**config.mk**
```make
export PLATFORM = sky130hd
export DESIGN_NAME = ref_frame_slot_manager
export DESIGN_NICKNAME = d
export VERILOG_FILES = /design/src/sv/rfsm_pkg.sv /design/src/sv/ref_frame_slot_manager.sv
export SDC_FILE = /design/constraint.sdc
export NUM_CORES = 1
export LEC_CHECK = 0
export BUFFER_PORTS_ARGS = -buffer_cell sky130_fd_sc_hd__buf_2
export CAP_MARGIN = 10
export CORE_UTILIZATION = 32
export CTS_CLUSTER_SIZE = 16
export DETAILED_ROUTE_END_ITERATION = 10
export PLACE_DENSITY = 0.5
export SLEW_MARGIN = 20
export SYNTH_ARGS = -nofsm -noshare
export SYNTH_HDL_FRONTEND = slang
export SYNTH_SLANG_ARGS = --single-unit
```
**constraint.sdc**
```tcl
create_clock -name i_clk -period 4.92 [get_ports i_clk]
set_clock_uncertainty 0.1 [all_clocks]
set_input_delay 1.23 -clock i_clk [delete_from_list [all_inputs] [get_ports i_clk]]
set_output_delay 1.23 -clock i_clk [all_outputs]
set_load 0.02 [all_outputs]
```
**src/sv/rfsm_pkg.sv**
```systemverilog
// Shared types and codes for the reference frame slot manager.
// Holds the request and result payload structs and the status codes.
// No dependencies.
`timescale 1ns / 1ps

package rfsm_pkg;

    localparam int FRAME_COUNT_W = 16;
    localparam int PERIOD_W      = 16;

    typedef enum logic [1:0] {
        ST_OK        = 2'd0,
        ST_REF_MISS  = 2'd1,
        ST_NO_FREE   = 2'd2
    } t_status;

    localparam logic KIND_REFRESH   = 1'b0;
    localparam logic KIND_PREDICTED = 1'b1;

    typedef struct packed {
        logic [FRAME_COUNT_W-1:0] frame_count;
        logic                     force_refresh;
    } t_in_req;

    typedef struct packed {
        t_status                  status_code;
        logic                     frame_kind;
        logic                     ref_slot;
        logic                     recon_slot;
        logic [FRAME_COUNT_W-1:0] next_count;
    } t_out_req;

endpackage

```
**src/sv/ref_frame_slot_manager.sv**
```systemverilog
// Reference frame slot manager: two-slot picture buffer bookkeeping for a P-only encoder.
// One request in flight at a time; the input stalls until the result is registered.
// Each request takes a load step, the 16 steps of the shared restoring subtractor that
// forms frame_count modulo the intra period, and an update step a stalled output can hold.
// Reset (synchronous, active low) clears all slots and sets the intra period to 32.
// Depends on rfsm_pkg.
`timescale 1ns / 1ps

module ref_frame_slot_manager
    import rfsm_pkg::*;
#(
    parameter int SLOTS      = 2,
    parameter int COUNT_BITS = 16
) (
    input  logic                i_clk,
    input  logic                i_rst_n,
    input  logic                i_cfg_we,
    input  logic [PERIOD_W-1:0] i_cfg_data,
    input  logic                i_in_valid,
    output logic                o_in_stall,
    input  t_in_req             i_in,
    output logic                o_out_valid,
    input  logic                i_out_stall,
    output t_out_req            o_out
);

    localparam int BIT_W = $clog2(FRAME_COUNT_W);

    typedef enum logic [2:0] {
        S_IDLE = 3'b001,
        S_DIV  = 3'b010,
        S_UPD  = 3'b100
    } t_state;

    t_state                   r_state, n_state;
    logic [PERIOD_W-1:0]      r_period;
    logic [PERIOD_W-1:0]      r_per;
    logic [COUNT_BITS-1:0]    r_cnt;
    logic                     r_force;
    logic [FRAME_COUNT_W-1:0] r_dvd;
    logic [PERIOD_W-1:0]      r_rem, n_rem;
    logic [BIT_W-1:0]         r_bit;
    logic [SLOTS-1:0]         r_in_use, n_in_use;
    logic [COUNT_BITS-1:0]    r_slot_cnt [SLOTS];
    logic [COUNT_BITS-1:0]    n_slot_cnt [SLOTS];
    logic                     r_out_valid;
    t_out_req                 r_out, n_out;

    logic                     in_acc;
    logic                     upd_go;
    logic [PERIOD_W:0]        rem_shift;
    logic                     rem_ge;

    logic                     refresh;
    logic [COUNT_BITS-1:0]    prev_cnt;
    logic [COUNT_BITS-1:0]    nxt_cnt;
    logic [SLOTS-1:0]         match;
    logic                     ref_found;
    logic                     ref_idx;
    logic [SLOTS-1:0]         use_free;
    logic                     rec_idx;
    logic                     free_found;

    assign in_acc      = i_in_valid && !o_in_stall;
    assign o_in_stall  = (r_state != S_IDLE);
    assign upd_go      = (r_state == S_UPD) && (!r_out_valid || !i_out_stall);
    assign o_out_valid = r_out_valid;
    assign o_out       = r_out;

    // Shared restoring step: one remainder bit per cycle. A zero period leaves the
    // remainder equal to the count, so a zero remainder still means a zero count.
    assign rem_shift = {r_rem, r_dvd[FRAME_COUNT_W-1]};
    assign rem_ge    = (rem_shift >= {1'b0, r_per});
    always_comb begin
        n_rem = rem_ge ? PERIOD_W'(rem_shift - {1'b0, r_per}) : PERIOD_W'(rem_shift);
    end

    always_comb begin
        n_state = r_state;
        unique case (r_state)
            S_IDLE: begin
                if (in_acc) begin
                    n_state = S_DIV;
                end
            end
            S_DIV: begin
                if (r_bit == '0) begin
                    n_state = S_UPD;
                end
            end
            S_UPD: begin
                if (upd_go) begin
                    n_state = S_IDLE;
                end
            end
            default: n_state = S_IDLE;
        endcase
    end

    // Slot decision, evaluated once the remainder is complete.
    always_comb begin
        refresh  = (r_rem == '0) || r_force;
        prev_cnt = r_cnt - COUNT_BITS'(1);
        nxt_cnt  = r_cnt + COUNT_BITS'(1);
        for (int i = 0; i < SLOTS; i++) begin
            match[i] = r_in_use[i] && (r_slot_cnt[i] == prev_cnt);
        end
        ref_found = |match;
        ref_idx   = !match[0];

        use_free = refresh ? '0 : r_in_use;
        use_free[r_cnt[0]] = 1'b0;
        free_found = !(&use_free);
        rec_idx    = use_free[0];

        n_in_use = r_in_use;
        for (int i = 0; i < SLOTS; i++) begin
            n_slot_cnt[i] = refresh ? '0 : r_slot_cnt[i];
        end

        n_out.status_code = ST_OK;
        n_out.frame_kind  = refresh ? KIND_REFRESH : KIND_PREDICTED;
        n_out.ref_slot    = refresh ? 1'b0 : ref_idx;
        n_out.recon_slot  = 1'b0;
        n_out.next_count  = '0;

        if (!refresh && !ref_found) begin
            n_out.status_code = ST_REF_MISS;
            n_out.ref_slot    = 1'b0;
            for (int i = 0; i < SLOTS; i++) begin
                n_slot_cnt[i] = r_slot_cnt[i];
            end
        end else if (!free_found) begin
            n_out.status_code = ST_NO_FREE;
            n_in_use          = use_free;
        end else begin
            n_in_use          = use_free;
            n_in_use[rec_idx] = 1'b1;
            n_slot_cnt[rec_idx] = r_cnt;
            n_out.recon_slot  = rec_idx;
            if (32'(nxt_cnt) == 32'(r_per)) begin
                n_out.next_count = '0;
            end else begin
                n_out.next_count = FRAME_COUNT_W'(nxt_cnt);
            end
        end
    end

    always_ff @(posedge i_clk) begin
        if (!i_rst_n) begin
            r_state     <= S_IDLE;
            r_period    <= PERIOD_W'(32);
            r_in_use    <= '0;
            r_out_valid <= 1'b0;
            r_bit       <= '0;
            for (int i = 0; i < SLOTS; i++) begin
                r_slot_cnt[i] <= '0;
            end
        end else begin
            r_state <= n_state;
            if (i_cfg_we) begin
                r_period <= i_cfg_data;
            end
            if (in_acc) begin
                r_bit <= BIT_W'(FRAME_COUNT_W - 1);
            end else if (r_state == S_DIV) begin
                r_bit <= r_bit - BIT_W'(1);
            end
            if (upd_go) begin
                r_in_use <= n_in_use;
                for (int i = 0; i < SLOTS; i++) begin
                    r_slot_cnt[i] <= n_slot_cnt[i];
                end
            end
            if (upd_go) begin
                r_out_valid <= 1'b1;
            end else if (!i_out_stall) begin
                r_out_valid <= 1'b0;
            end
        end
    end

    // Datapath registers carry no reset.
    always_ff @(posedge i_clk) begin
        if (in_acc) begin
            r_per   <= r_period;
            r_cnt   <= COUNT_BITS'(i_in.frame_count);
            r_force <= i_in.force_refresh;
            r_dvd   <= FRAME_COUNT_W'(COUNT_BITS'(i_in.frame_count));
            r_rem   <= '0;
        end else if (r_state == S_DIV) begin
            r_rem <= n_rem;
            r_dvd <= {r_dvd[FRAME_COUNT_W-2:0], 1'b0};
        end
        if (upd_go) begin
            r_out <= n_out;
        end
    end

    a_accept_starts_div: assert property (@(posedge i_clk) disable iff (!i_rst_n)
        in_acc |=> (r_state == S_DIV))
        else $error("accepted request did not start the remainder sequence");

    a_rem_bounded: assert property (@(posedge i_clk) disable iff (!i_rst_n)
        ((r_state == S_DIV) && (r_per != '0)) |-> (r_rem < r_per))
        else $error("partial remainder reached the divisor");

    a_recon_claimed: assert property (@(posedge i_clk) disable iff (!i_rst_n)
        (upd_go && (n_out.status_code == ST_OK)) |=> r_in_use[$past(rec_idx)])
        else $error("reconstruction slot not marked in use");

    a_result_from_update: assert property (@(posedge i_clk) disable iff (!i_rst_n)
        $rose(r_out_valid) |-> ($past(r_state) == S_UPD))
        else $error("result appeared outside the update step");

endmodule

```
==> results of run 1 <==
-- critical path: stages (launching register included) --
cell and delay [ns]:
edfxtp_1 0.52, inv_1 0.10, ha_1 0.32, or4b_1 0.65, or4b_1 0.61, xnor2_1 0.16
a2111oi_0 0.34, nand4_1 0.17, and2_1 0.27, nand2b_1 0.19, nand2_1 0.08, buf_4 0.42
-- per-stage QoR --
| stage | hold WS, ns | cell area (um^2) |
|---|---|---|
| 3_3_place_gp | 0.315 | 8460 |
| 3_5_place_dp | 0.316 | 8460 |
| 5_1_grt | 0.350 | 9030 |
| 4_1_cts | 0.334 | 9030 |
| 2_1_floorplan | 0.308 | 7840 |
| 6_report | 0.337 | 9030 |
-- per-layer routing --
metal / track usage [%] / up-vias / routed length, um
li1: - / 2945 / -
met1: 25.5 / 2818 / 10500
met2: 23.5 / 148 / 8280
met3: 3.18 / 31 / 914
met4: 6.46 / 0 / 432
met5: 0 / - / 0
-- registers in the layout, summed over array words and instances (netlist names) --
register     count
r_dvd           16
r_force          1
o_out_valid      1
o_out           21
r_period        16
r_in_use         2
r_slot_cnt      32
r_rem           16
r_cnt           16
r_per           16
r_state          3
r_bit            4
-- worst max-delay path by stage --
stage               startpoint                 to  slack [ns]
global placement      r_cnt[1]   r_slot_cnt[0][6]        0.78
finish                r_cnt[1]   r_slot_cnt[0][4]        0.62
global route          r_cnt[1]   r_slot_cnt[0][4]        0.35
detailed placement    r_cnt[1]  r_slot_cnt[0][22]        0.62
floorplan             r_cnt[0]   r_slot_cnt[0][0]        0.53
CTS                   r_cnt[1]   r_slot_cnt[0][4]        0.61
-- kinds of logic after synthesis --
kind of cell	share of synthesized area [%]
and+or+nand+nor	19.2
xor gates and xnor gates	8.93
buffers and inverters	4.42
AOI/OAI and AO/OA	11.7
muxes	2.55
other	0.0478
DFF	49.8
adders and majority gates	3.41
-- final cells by class --
cell class,instances,area [um^2]
clock buffer,18,429
clock inverter,14,143
fill,2374,14700
inverter,38,143
multi-input combinational,575,3610
sequential,144,3900
tap,319,399
timing repair buffer,74,405
-- report_power, final --
part           switching [uW]  internal (uW)
clock                     585            676
combinational             192            124
sequential               56.7           1370
-- cell usage in the layout (no fill, tap or decap), types with 4 or more instances in the layout --
cell type,synthesis,layout
clkbuf_16,0,17
ha_1,19,19
a311oi_1,4,4
nand4_1,12,12
nor2_1,47,46
a21o_1,7,7
a211oi_1,6,5
nor4_1,13,13
mux2i_1,20,20
edfxtp_1,102,102
o21a_1,6,6
a21boi_0,6,6
inv_8,0,5
a41oi_1,5,4
clkinv_4,0,4
inv_6,0,4
xor2_1,30,30
buf_2,4,60
inv_1,37,37
nand3_1,36,36
nand2_1,130,130
nor3_1,16,16
and3_1,8,8
a21oi_1,50,50
dfxtp_1,42,42
buf_4,0,14
xnor2_1,50,50
nor2b_1,22,22
nor2_2,6,7
or3_1,4,4
o21ai_0,21,21
==> flow_summary.toml, run 1 <==
[outcome]
status = "completed"

[sta]
rsz0062_at_grt = "false"
fin_setup_tns_ns = 0
layout_setup_ws_ns = 0.616
maxSlewViolCount = 0
setup_violations = 0
fin_crit_sh_pct = 87.5
finalHoldViolations = 0
relSlewSlack_pct = 48.7
clock.fmax_mhz = 232
fin_crit_ns = 4.30
tightest_slew_ns = 0.768

[detailed_routing]
route.detailed.drc = 0
viasPerCell = 5.03
post_drt_wl_per_cell_um = 17.0
num_vias = 5942
drt_iter0_markers = 477
ant_nets = 0
drt_wl_total_um = 20100
drtPass1Iterations = 4

[setup_path]
r2r-start = "r_cnt[1]"
crit_path_end_kind = "flip-flop"
r2r_end = "r_slot_cnt[0][4]"
rrSetupSlack_ns = 0.62
worstSetupStartpointType = "flip-flop"
cp.required_ns = 4.89
r2r_cells = 11
critPathArrivalTime_ns = 4.27
path_max_fanout = 32
crit_type = "reg2reg"

[hold_path]
min_to = "r_per[15]"
holdCritPathClass = "reg2reg"
whs_path_depth = 0
min_from = "r_period[15]"

[synthesis]
synth_nets = 862
ys_top_cells_by_area = "edfxtp_1 (39%), dfxtp_1 (11%), nand2_1 (6.2%)"
synth_common_cells = "nand2_1 (130), edfxtp_1 (102), a21oi_1 (50), xnor2_1 (50), nor2_1 (47)"
ys_types = 65
async_reset_ff_share_pct = 0
synth.most_common_cell = "nand2_1"
syn_area_per_cell_um2 = 9.76
synth-edff-count = 102
yosysWarnings = 0
yosys.area.top_type = "edfxtp_1"
syn-instance-count = 804
ys_seq_area_share_pct = 49.8
ys_ff_latch = 144
synth.top_cell.area_share_pct = 39.0
synthFlopType = "edfxtp_1"
syn_area_um2 = 7840

[cts]
path_clk_slew_ns = 0.07
cts_max_level = 4
numCtsBuffers = 17
post_cts_buffers = 0
cts_tree = "built"
clock-root-buffer = "clkbuf_16"
clkSinkCount = 144
cts.path.max_buffers = 2
clkLatencyLatePin_ns = 0.43
post_cts_resized = 0
cts_hold_buffers = 0

[floorplanning]
io-pin-count = 61
core_area_um2 = 23800
die_height_um = 159
fp-row-count = 56
initial_core_util_pct = 33.0
die_area_um2 = 25100
die_x_um = 159

[place]
io_buffers = 60
dp_hpwl_um = 14500
gp_congestion = 0.880
dp.cells = 1150
post-place-ws_ns = 0.618

[pwr]
leakagePower_uw = 0.00342
peakVddDrop_uv = 186
cellPowerDensity_nw_per_um2 = 333
total_power_uw = 3000

[layout]
fin_util_pct = 38.0
finalNonFillerCells = 1182
diodes = 0
drive_above_1_share_pct = 14.1
area_growth_pct = 15.1
final_net_count = 908

[global_routing]
antenna_found_initial = 0
grt_max_degree = 50
first_global_vias = 5515
gr-total-overflow = 0
grt_pass1_wl_um = 31700
grtUsageTotal_pct = 16.9

[flow_run]
drv_cap = 0
Note: power is estimated with default switching activity, not from simulation.
==> inputs of run 2 (changes only) <==
--- a/config.mk
+++ b/config.mk
@@ -8,6 +8,7 @@
 export BUFFER_PORTS_ARGS = -buffer_cell sky130_fd_sc_hd__buf_2
 export CAP_MARGIN = 10
 export CORE_UTILIZATION = 32
+export CTS_BUF_LIST = sky130_fd_sc_hd__clkbuf_16
 export CTS_CLUSTER_SIZE = 16
 export DETAILED_ROUTE_END_ITERATION = 10
 export PLACE_DENSITY = 0.5
==> run 2 against run 1 <==
Global-route usage is the same. Non-clock buffer count is the same. Sequential power is essentially flat. Core utilization is the same. Via count is the same. Cell count is the same. Flip-flop and latch count is the same. Critical path type unchanged. Largest cell class unchanged. Largest power group unchanged. Highest routed layer unchanged.
==> flow_summary.toml, run 2 (synthesis gave the netlist of run 1 again) <==
[outcome]
status = "completed"

[cts]
numCtsBuffers = 17
cts_hold_buffers = 0
post_cts_buffers = 0
cts_max_level = 4
clkSinkCount = 144
cts.path.max_buffers = 2
path_clk_slew_ns = 0.07
clock-root-buffer = "clkbuf_16"
post_cts_resized = 0
cts_tree = "built"
clkLatencyLatePin_ns = 0.43

[sta]
maxSlewViolCount = 0
tightest_slew_ns = 0.768
fin_crit_sh_pct = 87.5
fin_setup_tns_ns = 0
rsz0062_at_grt = "false"
fin_crit_ns = 4.30
relSlewSlack_pct = 48.7
layout_setup_ws_ns = 0.616
finalHoldViolations = 0
clock.fmax_mhz = 232
setup_violations = 0

[pwr]
peakVddDrop_uv = 186
cellPowerDensity_nw_per_um2 = 332
leakagePower_uw = 0.00342
total_power_uw = 3000

[floorplanning]
initial_core_util_pct = 33.0
die_height_um = 159
core_area_um2 = 23800
die_x_um = 159
die_area_um2 = 25100
io-pin-count = 61
fp-row-count = 56

[setup_path]
cpMostUsedCell = "or4b_1"
path_max_fanout = 32
crit_path_end_kind = "flip-flop"
critPathBufInv = 2
critPathArrivalTime_ns = 4.27
crit_family = "simple AND/OR/NAND/NOR gates"
worstSetupStartpointType = "flip-flop"
critPathSlowestCell = "or4b_1"
cp.required_ns = 4.89
slowest_delay_ns = 0.65
crit_type = "reg2reg"
path_cells = "inv_1 > ha_1 > or4b_1 > or4b_1 > xnor2_1 > a2111oi_0 > nand4_1 > and2_1 > nand2b_1 > nand2_1 > buf_4"

[global_routing]
grtUsageTotal_pct = 16.9
gr-total-overflow = 0
grt_max_degree = 50
first_global_vias = 5515
antenna_found_initial = 0
grt_pass1_wl_um = 31700

[layout]
diodes = 0
layout_commonest_cell = "nand2_1"
largest_reg_flops = 32
mostFrequentLayoutCells = "nand2_1 (130), edfxtp_1 (102), buf_2 (60), a21oi_1 (50), xnor2_1 (50)"
drive_above_1_share_pct = 14.1
area_growth_pct = 15.1
regMostFlops = "r_slot_cnt"
final_net_count = 908

[detailed_routing]
num_vias = 5942
ant_nets = 0
route.detailed.drc = 0
drtPass1Iterations = 4
viasPerCell = 5.03
drt_wl_total_um = 20100
post_drt_wl_per_cell_um = 17.0
drt_iter0_markers = 477

[place]
gp_congestion = 0.880
dp_hpwl_um = 14500
post-place-ws_ns = 0.618
io_buffers = 60

[flow_run]
drv_cap = 0

[hold_path]
holdCritPathClass = "reg2reg"
run 2: cell types whose count changed in the layout (fill, tap and decap cells not counted), sizes merged:
cell    change
clkbuf      -1
inv         +1
run 2: final cells by class:
type	count	area, um^2
clock inverter	15	146
sequential	144	3900
timing repair buffer	74	405
fill	2374	14700
clock buffer	17	425
multi-input combinational	575	3610
inverter	38	143
tap	319	399
run 2: final timing paths:
| path | start | cells past startpoint | slack, ns | end |
|---|---|---|---|---|
| worst max register to register | r_cnt[1] | 11 | 0.62 | r_slot_cnt[0][22] |
| worst min-delay path | r_period[15] | 0 | 0.34 | r_per[15] |
| worst max-delay path | r_cnt[1] | 11 | 0.62 | r_slot_cnt[0][22] |
| worst min register to register | r_period[15] | 0 | 0.34 | r_per[15] |
run 2: report_power, final:
part	total (uW)	internal [uW]	switching (uW)
logic	317	124	193
clock network	1260	674	585
registers	1430	1370	56.7
run 2: per-stage QoR:
stage                     hold slack [ns]  std cells  utilization, %  area (um^2)
after floorplan                     0.308        804               -         7840
after global placement              0.315       1150            35.6         8460
after detailed placement            0.316       1150            35.6         8460
after CTS                           0.334       1182            38.0         9030
after global routing                0.350       1182            38.0         9030
final                               0.337       1182            38.0         9030
run 2: layer usage:
layer | part of all wire [%] | GRT usage (%) | routed length [um] | vias up
li1 | - | - | - | 2945
met1 | 52 | 25.5 | 10500 | 2818
met2 | 41 | 23.5 | 8280 | 148
met3 | 4.5 | 3.18 | 914 | 31
met4 | 2.2 | 6.46 | 432 | 0
met5 | 0 | 0 | 0 | -
==> inputs of run 3 (changes only) <==
--- a/config.mk
+++ b/config.mk
@@ -6,12 +6,13 @@
 export NUM_CORES = 1
 export LEC_CHECK = 0
 export BUFFER_PORTS_ARGS = -buffer_cell sky130_fd_sc_hd__buf_2
-export CAP_MARGIN = 10
+export CORE_MARGIN = 2
 export CORE_UTILIZATION = 32
 export CTS_BUF_LIST = sky130_fd_sc_hd__clkbuf_16
 export CTS_CLUSTER_SIZE = 16
 export DETAILED_ROUTE_END_ITERATION = 10
 export PLACE_DENSITY = 0.5
+export REMOVE_ABC_BUFFERS = 1
 export SLEW_MARGIN = 20
 export SYNTH_ARGS = -nofsm -noshare
 export SYNTH_HDL_FRONTEND = slang
==> run 3 against run 2 <==
Critical endpoint is now r_slot_cnt[0][19]. Fmax grew 2.8%. Design area hardly changed. Worst hold slack got worse by 0.0025 ns. Power grew 0.98%. First-iteration DRC count fell by 19%. Non-clock buffer count decreased by 1. Combinational power is essentially flat. Critical path type unchanged. Largest power group unchanged. Die area grew 2.5%.
==> flow_summary.toml, run 3 (synthesis gave the netlist of run 1 again) <==
[sta]
setup_violations = 0
maxSlewViolCount = 0
tightest_slew_ns = 0.939
fin_crit_sh_pct = 85.1
relSlewSlack_pct = 37.3
layout_setup_ws_ns = 0.735
rsz0062_at_grt = "false"
fin_crit_ns = 4.18
clock.fmax_mhz = 239
finalHoldViolations = 0
fin_setup_tns_ns = 0
whs_ns = 0.334

[setup_path]
cpMostUsedCell = "or4b_1"
critPathArrivalTime_ns = 4.20
crit_type = "reg2reg"
path_max_fanout = 18
cp.required_ns = 4.93
slowest_delay_ns = 0.65
path_cells = "inv_1 > ha_1 > or4b_1 > or4b_1 > xnor2_1 > a2111oi_0 > nand4_1 > and2_1 > nand2b_1 > nand2_1 > buf_4"
critPathSlowestCell = "or4b_1"
crit_path_end_kind = "flip-flop"
worstSetupStartpointType = "flip-flop"

[layout]
diodes = 0
mostFrequentLayoutCells = "nand2_1 (130), edfxtp_1 (102), buf_2 (60), a21oi_1 (50), xnor2_1 (50)"
fin_util_pct = 37.4
largest_reg_flops = 32
area_growth_pct = 15.2
drive_above_1_share_pct = 14.0
layout_commonest_cell = "nand2_1"
final_net_count = 907
regMostFlops = "r_slot_cnt"

[cts]
clkLatencyLatePin_ns = 0.43
path_clk_slew_ns = 0.06
cts_hold_buffers = 0
post_cts_resized = 0
cts_tree = "built"
cts.path.max_buffers = 2
cts_max_level = 4
clkSinkCount = 144
clock-root-buffer = "clkbuf_16"
post_cts_buffers = 0
numCtsBuffers = 17

[pwr]
leakagePower_uw = 0.00342
peakVddDrop_uv = 216
cellPowerDensity_nw_per_um2 = 335

[floorplanning]
initial_core_util_pct = 32.4
io-pin-count = 61
die_x_um = 161
die_area_um2 = 25800
die_height_um = 161
core_area_um2 = 24200
fp-row-count = 57

[detailed_routing]
route.detailed.drc = 0
viasPerCell = 5.02
drt_wl_total_um = 20500
drt_iter0_markers = 386
num_vias = 5952
post_drt_wl_per_cell_um = 17.3
ant_nets = 0
drtPass1Iterations = 4

[hold_path]
holdCritPathClass = "reg2reg"

[place]
post-place-ws_ns = 0.756
gp_congestion = 0.911
dp_hpwl_um = 14800
io_buffers = 60

[global_routing]
antenna_found_initial = 0
grt_pass1_wl_um = 33400
gr-total-overflow = 0
first_global_vias = 5830
grt_max_degree = 50
grtUsageTotal_pct = 16.6

[flow_run]
drv_cap = 0

[outcome]
status = "completed"
run 3: changes by cell type in the layout (fill, tap and decap cells not counted), sizes merged:
cell / change
buf: -1
bufinv: +1
clkinv: -2
clkbuf: +1
run 3: path summary, 6_finish.rpt:
kind / from / to / slack [ns] / cells past startpoint
worst max-delay path: r_cnt[1] / r_slot_cnt[0][19] / 0.74 / 11
worst min-delay path: r_period[10] / r_per[10] / 0.33 / 0
worst max register to register: r_cnt[1] / r_slot_cnt[0][19] / 0.74 / 11
worst min register to register: r_period[10] / r_per[10] / 0.33 / 0
run 3: through the flow:
stage | instance area, um^2 | std cells | total power (uW)
final | 9040 | 1186 | 3030
after floorplan | 7640 | 757 | 1650
after global routing | 9040 | 1186 | 3150
after detailed placement | 8460 | 1154 | 1770
after global placement | 8460 | 1154 | 1770
after CTS | 9040 | 1186 | 3060
run 3: power by group:
| part | switching, uW | internal (uW) | total (uW) |
|---|---|---|---|
| sequential | 58.4 | 1370 | 1430 |
| combinational | 193 | 125 | 318 |
| clock | 550 | 735 | 1290 |
| total | 802 | 2230 | 3030 |
run 3: cell type report:
| cell class | count | area (um^2) |
|---|---|---|
| clock buffer | 18 | 450 |
| clock inverter | 14 | 128 |
| sequential | 144 | 3900 |
| timing repair buffer | 73 | 398 |
| fill | 2430 | 15100 |
| tap | 324 | 405 |
| multi-input combinational | 575 | 3610 |
| inverter | 38 | 143 |
run 3: layer usage:
layer	up-vias	share of wire [%]	GRT usage [%]
li1	2939	-	-
met1	2838	52	24.7
met2	146	42	23.9
met3	29	3.9	2.82
met4	0	2.3	6.14
met5	-	0	0
run 3: worst max-delay path: cells and delay by family, from the launching register on:
kind                     cells  cell delay, ns
flip-flops                   1            0.53
AO/OA/AOI/OAI                1            0.30
adder cells (fa/ha/maj)      1            0.33
buffers and inverters        2            0.38
XOR/XNOR                     1            0.16
AND/OR/NAND/NOR              6            2.06
